## config.mk

```make
export PLATFORM = sky130hd
export DESIGN_NAME = charge_discharge_controller_top
export DESIGN_NICKNAME = d
export VERILOG_FILES = /design/src/design/cdc_pkg.sv /design/src/design/cdc_core.sv /design/src/design/charge_discharge_controller_top.sv
export SDC_FILE = /design/constraint.sdc
export NUM_CORES = 1
export LEC_CHECK = 0
export ABC_AREA = 1
export BUFFER_PORTS_ARGS = -buffer_cell sky130_fd_sc_hd__buf_2
export CAP_MARGIN = 25
export CORE_ASPECT_RATIO = 1.1
export CORE_MARGIN = 10
export CORE_UTILIZATION = 40
export DETAILED_ROUTE_END_ITERATION = 12
export PLACE_DENSITY = 0.59
export SETUP_SLACK_MARGIN = 0.4
export SYNTH_ARGS = -nofsm -noshare
export SYNTH_HDL_FRONTEND = slang
export SYNTH_SLANG_ARGS = --single-unit
```

## constraint.sdc

```tcl
create_clock -name clk -period 2.29 [get_ports clk]
set_input_delay 0.3435 -clock clk [delete_from_list [all_inputs] [get_ports clk]]
set_output_delay 0.3435 -clock clk [all_outputs]
set_load 0.1 [all_outputs]
```

## src/design/cdc_pkg.sv

```systemverilog
`default_nettype none
package cdc_pkg;

  localparam int unsigned MV_W    = 13;
  localparam int unsigned CYCLE_W = 16;

  localparam logic [MV_W-1:0]    CHARGE_CUTOFF_RESET    = MV_W'(4200);
  localparam logic [MV_W-1:0]    DISCHARGE_CUTOFF_RESET = MV_W'(3000);
  localparam logic [CYCLE_W-1:0] CYCLE_MAX              = '1;

  typedef enum logic [2:0] {
    OP_KEY1_CLICK = 3'd0,
    OP_KEY1_LONG  = 3'd1,
    OP_KEY2_CLICK = 3'd2,
    OP_KEY2_LONG  = 3'd3,
    OP_SAMPLE     = 3'd4
  } op_t;

  typedef enum logic [2:0] {
    RUN_STOP            = 3'd0,
    RUN_CHARGE          = 3'd1,
    RUN_CHARGE_PAUSE    = 3'd2,
    RUN_DISCHARGE       = 3'd3,
    RUN_DISCHARGE_PAUSE = 3'd4
  } run_state_t;

  typedef enum logic [1:0] {
    PHASE_REST      = 2'd0,
    PHASE_CHARGE    = 2'd1,
    PHASE_DISCHARGE = 2'd2
  } phase_t;

  typedef enum logic [3:0] {
    EV_NONE   = 4'd0,
    EV_START  = 4'd1,
    EV_PAUSE  = 4'd2,
    EV_RESUME = 4'd3,
    EV_STOP   = 4'd4,
    EV_GEAR   = 4'd5,
    EV_MODE   = 4'd6,
    EV_FULL   = 4'd7,
    EV_EMPTY  = 4'd8
  } event_t;

  typedef enum logic {
    WORK_CHARGE    = 1'b0,
    WORK_DISCHARGE = 1'b1
  } mode_t;

  typedef enum logic {
    CFG_CHARGE_CUTOFF    = 1'b0,
    CFG_DISCHARGE_CUTOFF = 1'b1
  } cfg_index_t;

  typedef struct packed {
    logic               discharge_gear_sel;
    logic               charge_gear_sel;
    logic [CYCLE_W-1:0] cycle_total;
    event_t             event_code;
    phase_t             phase_kind;
    mode_t              work_mode;
    run_state_t         run_state;
    logic               discharge_high_current;
    logic               charge_high_current;
    logic               discharge_enable;
    logic               charge_enable;
  } result_t;

endpackage
`default_nettype wire

```

## src/design/cdc_core.sv

```systemverilog
`default_nettype none
module cdc_core (
  input  wire logic                     clk,
  input  wire logic                     rst,
  input  wire logic                     step,
  input  wire cdc_pkg::op_t             op,
  input  wire logic [cdc_pkg::MV_W-1:0] mv,
  input  wire logic                     cfg_write,
  input  wire cdc_pkg::cfg_index_t      cfg_index,
  input  wire logic [cdc_pkg::MV_W-1:0] cfg_data,
  output cdc_pkg::result_t              result
);
  import cdc_pkg::*;

  logic [MV_W-1:0]    charge_cutoff;
  logic [MV_W-1:0]    discharge_cutoff;
  run_state_t         run, run_next;
  mode_t              mode, mode_next;
  logic               charge_gear, charge_gear_next;
  logic               discharge_gear, discharge_gear_next;
  logic               charge_pin, charge_pin_next;
  logic               discharge_pin, discharge_pin_next;
  logic [CYCLE_W-1:0] cycle, cycle_next;
  event_t             ev, ev_next;
  logic               drive;
  phase_t             phase;

  always_ff @(posedge clk) begin
    if (rst) begin
      charge_cutoff    <= CHARGE_CUTOFF_RESET;
      discharge_cutoff <= DISCHARGE_CUTOFF_RESET;
    end else if (cfg_write) begin
      unique case (cfg_index)
        CFG_CHARGE_CUTOFF:    charge_cutoff    <= cfg_data;
        CFG_DISCHARGE_CUTOFF: discharge_cutoff <= cfg_data;
        default:              ;
      endcase
    end
  end

  always_ff @(posedge clk) begin
    if (rst) begin
      run            <= RUN_STOP;
      mode           <= WORK_CHARGE;
      charge_gear    <= 1'b0;
      discharge_gear <= 1'b0;
      charge_pin     <= 1'b0;
      discharge_pin  <= 1'b0;
      cycle          <= '0;
      ev             <= EV_NONE;
    end else if (step) begin
      run            <= run_next;
      mode           <= mode_next;
      charge_gear    <= charge_gear_next;
      discharge_gear <= discharge_gear_next;
      charge_pin     <= charge_pin_next;
      discharge_pin  <= discharge_pin_next;
      cycle          <= cycle_next;
      ev             <= ev_next;
    end
  end

  always_comb begin
    run_next            = run;
    mode_next           = mode;
    charge_gear_next    = charge_gear;
    discharge_gear_next = discharge_gear;
    cycle_next          = cycle;
    ev_next             = ev;
    drive               = 1'b0;
    case (op)
      OP_KEY1_CLICK: begin
        drive = 1'b1;
        unique case (run)
          RUN_STOP: begin
            run_next = (mode == WORK_DISCHARGE) ? RUN_DISCHARGE : RUN_CHARGE;
            if (cycle != CYCLE_MAX) begin
              cycle_next = cycle + CYCLE_W'(1);
            end
            ev_next = EV_START;
          end
          RUN_CHARGE: begin
            run_next = RUN_CHARGE_PAUSE;
            ev_next  = EV_PAUSE;
          end
          RUN_CHARGE_PAUSE: begin
            run_next = RUN_CHARGE;
            ev_next  = EV_RESUME;
          end
          RUN_DISCHARGE: begin
            run_next = RUN_DISCHARGE_PAUSE;
            ev_next  = EV_PAUSE;
          end
          RUN_DISCHARGE_PAUSE: begin
            run_next = RUN_DISCHARGE;
            ev_next  = EV_RESUME;
          end
          default: run_next = RUN_STOP;
        endcase
      end
      OP_KEY1_LONG: begin
        if (run != RUN_STOP) begin
          run_next = RUN_STOP;
          ev_next  = EV_STOP;
        end
      end
      OP_KEY2_CLICK: begin
        drive = 1'b1;
        if (mode == WORK_CHARGE) begin
          charge_gear_next = ~charge_gear;
        end else begin
          discharge_gear_next = ~discharge_gear;
        end
        ev_next = EV_GEAR;
      end
      OP_KEY2_LONG: begin
        if (run == RUN_STOP) begin
          mode_next = (mode == WORK_CHARGE) ? WORK_DISCHARGE : WORK_CHARGE;
          ev_next   = EV_MODE;
        end
      end
      OP_SAMPLE: begin
        if (run == RUN_CHARGE && mv >= charge_cutoff) begin
          run_next = RUN_STOP;
          ev_next  = EV_FULL;
        end else if (run == RUN_DISCHARGE && mv <= discharge_cutoff) begin
          run_next = RUN_STOP;
          ev_next  = EV_EMPTY;
        end
      end
      default: ;
    endcase
  end

  // The running side re-latches its gear pin after a key 1 or key 2 click.
  always_comb begin
    charge_pin_next    = charge_pin;
    discharge_pin_next = discharge_pin;
    if (drive && run_next == RUN_CHARGE) begin
      charge_pin_next = charge_gear_next;
    end else if (drive && run_next == RUN_DISCHARGE) begin
      discharge_pin_next = discharge_gear_next;
    end
  end

  always_comb begin
    case (run_next) inside
      RUN_CHARGE, RUN_CHARGE_PAUSE:       phase = PHASE_CHARGE;
      RUN_DISCHARGE, RUN_DISCHARGE_PAUSE: phase = PHASE_DISCHARGE;
      default:                            phase = PHASE_REST;
    endcase
  end

  always_comb begin
    result.charge_enable          = (run_next == RUN_CHARGE);
    result.discharge_enable       = (run_next == RUN_DISCHARGE);
    result.charge_high_current    = charge_pin_next;
    result.discharge_high_current = discharge_pin_next;
    result.run_state              = run_next;
    result.work_mode              = mode_next;
    result.phase_kind             = phase;
    result.event_code             = ev_next;
    result.cycle_total            = cycle_next;
    result.charge_gear_sel        = charge_gear_next;
    result.discharge_gear_sel     = discharge_gear_next;
  end

endmodule
`default_nettype wire

```

## src/design/charge_discharge_controller_top.sv

```systemverilog
`default_nettype none
// Each input beat is held in the input register, its result in the result register.
// Throughput: one beat per cycle unless m_tready holds the output; the controller
// update between the two registers is combinational compare and select logic.
// Reset (synchronous, active high) stops the controller, selects charge mode and
// gear one, clears pin latches, the cycle count and the last event, and sets the
// cutoffs to 4200 mV and 3000 mV.
module charge_discharge_controller_top (
  input  wire logic        clk,
  input  wire logic        rst,
  input  wire logic        s_tvalid,
  output logic             s_tready,
  input  wire logic [15:0] s_tdata,   // [12:0] voltage_mv, [15:13] zero
  input  wire logic [2:0]  s_tuser,   // [2:0] operation
  output logic             m_tvalid,
  input  wire logic        m_tready,
  // [0] charge_enable, [1] discharge_enable, [2] charge_high_current,
  // [3] discharge_high_current, [6:4] run_state, [7] work_mode, [9:8] phase_kind,
  // [13:10] event_code, [29:14] cycle_total, [30] charge_gear_sel,
  // [31] discharge_gear_sel
  output logic [31:0]      m_tdata,
  input  wire logic        cfg_write,
  input  wire logic        cfg_index,
  input  wire logic [12:0] cfg_data
);
  import cdc_pkg::*;

  logic            in_valid;
  op_t             in_op;
  logic [MV_W-1:0] in_mv;
  logic            advance;
  result_t         core_result;
  result_t         res;

  assign advance  = in_valid && (!m_tvalid || m_tready);
  assign s_tready = !in_valid || advance;

  always_ff @(posedge clk) begin
    if (rst) begin
      in_valid <= 1'b0;
    end else if (s_tready) begin
      in_valid <= s_tvalid;
    end
  end

  always_ff @(posedge clk) begin
    if (s_tvalid && s_tready) begin
      in_op <= op_t'(s_tuser);
      in_mv <= s_tdata[MV_W-1:0];
    end
  end

  cdc_core u_core (
    .clk       (clk),
    .rst       (rst),
    .step      (advance),
    .op        (in_op),
    .mv        (in_mv),
    .cfg_write (cfg_write),
    .cfg_index (cfg_index_t'(cfg_index)),
    .cfg_data  (cfg_data),
    .result    (core_result)
  );

  always_ff @(posedge clk) begin
    if (rst) begin
      m_tvalid <= 1'b0;
    end else if (advance) begin
      m_tvalid <= 1'b1;
    end else if (m_tready) begin
      m_tvalid <= 1'b0;
    end
  end

  always_ff @(posedge clk) begin
    if (advance) begin
      res <= core_result;
    end
  end

  assign m_tdata = {res.discharge_gear_sel, res.charge_gear_sel, res.cycle_total,
                    res.event_code, res.phase_kind, res.work_mode, res.run_state,
                    res.discharge_high_current, res.charge_high_current,
                    res.discharge_enable, res.charge_enable};

`ifndef SYNTHESIS
  a_enables_interlocked: assert property (@(posedge clk) disable iff (rst)
    m_tvalid |-> !(res.charge_enable && res.discharge_enable))
    else $error("charge and discharge enables both high");

  a_enable_matches_state: assert property (@(posedge clk) disable iff (rst)
    m_tvalid |-> ((res.charge_enable == (res.run_state == RUN_CHARGE)) &&
                  (res.discharge_enable == (res.run_state == RUN_DISCHARGE))))
    else $error("enable outputs disagree with run state");

  a_phase_matches_state: assert property (@(posedge clk) disable iff (rst)
    m_tvalid |-> ((res.phase_kind == PHASE_REST) == (res.run_state == RUN_STOP)))
    else $error("phase disagrees with run state");

  a_empty_stage_ready: assert property (@(posedge clk) disable iff (rst)
    !in_valid |-> s_tready)
    else $error("input stage empty but not ready");
`endif

endmodule
`default_nettype wire
```

# Yosys cells after proc, flatten, opt, wreduce, memory -nomap -nowiden
# Cells that the tools add are included.
# W data, S select, Z words.
# word_totals
register_bits	104
inputBits	38
output_inout_bits	34
wordCells	94
# op_classes
n_addsub	1
n_lt_le_gt_ge	2
n_eq_ne	13
mux	29
bitwise	3
reduce_logical	21
# op_table
op	count
$mux W16	3
$pmux W4 S5	1
$eq A3 B2 Y1 const B	6
$add A16 B1 Y16 const B	1
$mux W4	4
$ne A16 B16 Y1 const B	1
$pmux W3 S5	1
$ge A13 B13 Y1	1
$le A13 B13 Y1	1
$mux W1	13
$pmux W4 S3	1
$reduce_or A2 Y1	5
$eq A3 B1 Y1 const B	3
$eq A3 B3 Y1 const B	3
$mux W3	3
$pmux W3 S3	1
$logic_and A1 B1 Y1	6
$logic_not A3 Y1	2
$mux W2	2
$reduce_and A2 Y1	2
$not A1 Y1	3
$reduce_bool A3 Y1	1
$logic_not A1 Y1	2
$logic_or A1 B1 Y1	2
$reduce_bool A2 Y1	1

# Logic depth before layout (Yosys ltp)
# depth
word_depth	9
mapped_depth	18
ltp_nobuf	18

# By module
# From an unflattened synthesis, not the netlist that was laid out.
# unflattened
cells_unflattened	594
hier_area_um2	5129.9
# by_module_without_submodules
module	instances	cells_per_inst	area_each_um2	seq_area_each_um2
cdc_core	1	534	3597.2	1081.0
charge_discharge_controller_top	1	60	1532.7	1481.4

# Worst setup path after synthesis
# Ideal clock, no wire load.
# synth_path
path_kind	reg-to-reg
startpoint	register m_tvalid
endpoint	register in_mv[0], enable pin
setup_ns	0.318
t_arrival_ns	2.547
required_time_ns	1.972
slack_ns	-0.575
path_stages_with_launch	4
n_path_buf	0
period_less_slack_ns	2.865
path_cell_list	dfxtp_1 -> nand3_1 -> nand2_1 -> inv_1
# synth_between
elab_chain_len	5
# synth_lines
element	line_no	text
start, declared	charge_discharge_controller_top.sv:15	output logic m_tvalid,
start signal, assigned	charge_discharge_controller_top.sv:67	m_tvalid <= 1'b0;
start signal, assigned	charge_discharge_controller_top.sv:69	m_tvalid <= 1'b1;
start signal, assigned	charge_discharge_controller_top.sv:71	m_tvalid <= 1'b0;
$logic_not A1 Y1	charge_discharge_controller_top.sv:35	assign advance = in_valid && (!m_tvalid || m_tready);
$logic_or A1 B1 Y1	charge_discharge_controller_top.sv:35	
$logic_and A1 B1 Y1	charge_discharge_controller_top.sv:35	
$logic_or A1 B1 Y1	charge_discharge_controller_top.sv:36	assign s_tready = !in_valid || advance;
named net s_tready	charge_discharge_controller_top.sv:12	output logic s_tready,
$logic_and A1 B1 Y1	charge_discharge_controller_top.sv:47	if (s_tvalid && s_tready) begin
end signal, assigned	charge_discharge_controller_top.sv:49	in_mv <= s_tdata[MV_W-1:0];
end, declared	charge_discharge_controller_top.sv:30	logic [MV_W-1:0] in_mv;
# The timed path passes the listed nets, and every way through them passes these cells.
# A chain may end at the register's enable or synchronous reset.

==> flow_summary.ini <==
[outcome]
status = finished clean

[synth]
synth_xor_area_share_pct = 2.23
synth_top_family_by_area = simple AND/OR/NAND/NOR gates
synth_nets = 653
synthAdderAreaFrac_pct = 6.85
synthTopCellsByArea = edfxtp_1 28%, dfxtp_1 22%, inv_1 7.6%
syn_inst = 587
synth-simple-area-share_pct = 17.6
ys_seq_elements = 104
yosysTopAreaCellShare_pct = 28.2
avgSynthCellArea_sq_um = 8.71
synth_compound_area_share_pct = 13.8
synth_area_sq_um = 5110
synth_ff_type = dfxtp_1
yosys_warnings = 0
synthArstFlopShare_pct = 0
synth_top_cell_by_area = edfxtp_1
synth_edf_count = 48
synthMuxAreaShare_pct = 0
synth_cell_types = 41
synth_seq_area_share_pct = 50.1

[power]
fin_total_pwr_mw = 4.52
power_density_nw_per_um2 = 691
p_leak_nw = 3.00
max-vdd-ir-drop_mv = 0.390

[placed_design]
placed_cell_area_sq_um = 5720
place_hpwl_microns = 8500
dpl.cell_count = 811
place_congestion = 0.870
port_buffers = 68

[cts]
postCtsHoldBufs = 0
cts_max_path_buffers = 2
cts_num_sinks = 104
numCtsBuffers = 9
root_buffer = clkbuf_16
clkTransAtPathRegs_ps = 80
cts_max_level = 3
worstSkewPairLatency_ps = 360
cts_tree = yes

[layout]
finalNonFillerCells = 852
layout-drive-gt1-share_pct = 29.8
nNetsFinal = 756
area_growth_pct = 27.9
n_antenna_cell = 0
final_design_area_no_fill_sq_um = 6540

[timing]
min_period_ps = 2290
setup_viol = 0
maxSlewViolCount = 0
period_share_pct = 99.9
slew_headroom_pct = 63.1
skew_ps = 10.6
worstMarginPinSlew_ps = 553
rsz0062_at_grt = yes
max_freq_mhz = 437
finalHoldViolations = 0

[route]
vias = 4248
wirelength_microns = 11900
postRouteAntennaNets = 0
first_pass_iters = 5
wl_per_cell_microns = 14.0
route.detailed.drc = 0
drtIter0Drc = 277
viasPerCell = 4.99

[floorplanning]
dieWidth_microns = 128
initial_core_util_pct = 40.6
row_count = 43
die_area_sq_um = 17700
die_y_microns = 139
coreArea_sq_um = 12600
boundaryPins = 72

[critical_path]
r2r_start = in_mv[11]
path_max_fanout = 5
crit_required_ps = 2410
critPathKind = register to register
arrival_ps = 2410
rr_worst_depth = 15
cp-end-kind = register
reg2reg_to = m_tdata[3]
r2r_slack_ps = 1
startpoint_type = register

[global_routing]
grt_pass1_vias = 4166
grt_start_max_net_pins = 39
grt.overflow.total = 0
track_usage_pct = 12.9
antenna_found_initial = 0
grt_pass1_wl_microns = 19100

[min_path]
hp-class = input port to register
worstHoldPathCells = 1
worstHoldStart = s_tdata[7]
whs_endpoint = in_mv[7]

[job]
drv_cap = 0
-- power breakdown --
part | total, mW | internal [mW] | switching, mW | leakage (nW)
registers | 2.14 | 2.08 | 0.0653 | 0.928
logic | 0.908 | 0.269 | 0.639 | 1.94
clock network | 1.47 | 0.747 | 0.719 | 0.128
-- metrics by stage --
step                utilization (%)  hold WS (ps)  setup WS, ps  setup TNS, ps
floorplan                         -           433           338              0
global placement               45.4           445          42.4              0
detailed placement             45.4           453         -17.2          -30.4
CTS                            48.2           155          31.0              0
global route                   51.9           155          -164          -1110
finish                         51.9           166          1.17              0
-- kinds of logic after synthesis --
group / Yosys count
adders and majority gates: 28
and+or+nand+nor: 193
buffers and inverters: 125
DFF: 104
xor gates and xnor gates: 13
AOI/OAI and AO/OA: 124
-- synthesized netlist by cell type (2+ instances only) --
| cell type | number |
|---|---|
| nand3_2 | 6 |
| nand3_1 | 20 |
| ha_1 | 28 |
| a211oi_1 | 2 |
| nor3_1 | 6 |
| nand4_1 | 6 |
| nor2_1 | 47 |
| o211ai_1 | 12 |
| a21oi_1 | 47 |
| nand2_1 | 89 |
| nor2_2 | 6 |
| nand2_2 | 3 |
| o21ai_1 | 10 |
| buf_1 | 2 |
| edfxtp_1 | 48 |
| o31ai_1 | 2 |
| inv_2 | 3 |
| clkbuf_1 | 12 |
| dfxtp_1 | 56 |
| inv_4 | 2 |
| o21ai_0 | 43 |
| xor2_1 | 13 |
| nor2_4 | 2 |
| inv_1 | 104 |
| nor3_2 | 2 |
-- how the worst max path moves through the flow --
stage                         start                    to  depth (start not counted)
after detailed placement   in_mv[8]     u_core.charge_pin                         15
after floorplan           in_mv[10]            m_tdata[8]                         14
final                     in_mv[11]            m_tdata[3]                         15
after global placement     in_mv[4]            m_tdata[8]                         13
after global routing      in_mv[11]  u_core.discharge_pin                         16
after CTS                 in_mv[12]            m_tdata[3]                         15
-- timing repair --
action,CTS,global route
pin swaps,7,32
endpoints found under the setup margin,34,49
gates resized for setup,5,77
setup buffers,5,20
-- critical path, stage by stage, from the launching register on --
cell	delay, ps
edfxtp_1	440
ha_1	330
nand2_2	110
nor2_4	50
buf_4	130
a21oi_2	140
nand2_1	70
nand2_2	90
nand2_4	70
nand3_4	90
nand3_4	110
buf_4	170
inv_2	90
nor2_4	50
nand3_2	60
nand2_1	60
-- area by class of cell --
type / count / area [sq um]
repair buffers: 107 / 664
inverters: 110 / 423
fillers: 1194 / 6050
multi-input cells: 358 / 2400
clock inverters: 7 / 57.6
flip-flops and latches: 104 / 2570
clock buffers: 9 / 225
well taps: 157 / 196
-- placed cells by master (no fill, tap or decap), types with 21 or more instances in the layout --
cell type	instances
o21ai_0	37
edfxtp_1	48
nor2_1	40
nand2_1	81
dfxtp_1	48
ha_1	21
buf_2	68
buf_4	33
a21oi_1	45
inv_1	100
-- per-layer routing --
layer  global-route usage (%)  vias to the layer above  part of all wire (%)
li1                         -                     2134                     -
met1                     14.5                     1997                    41
met2                     23.0                      102                    52
met3                     2.60                       15                   4.8
met4                     5.46                        0                   1.8
met5                        0                        -                     0
-- registers in the layout, indices dropped and copies added (netlist names) --
name                     cells
u_core.charge_cutoff        13
u_core.discharge_pin         1
u_core.charge_pin            1
u_core.cycle                16
in_op                        3
u_core.mode                  1
m_tvalid                     1
in_valid                     1
u_core.discharge_cutoff     13
in_mv                       13
u_core.charge_gear           1
m_tdata                     32
u_core.run                   3
u_core.discharge_gear        1
u_core.ev                    4
Power figures use the tool's default switching activity.
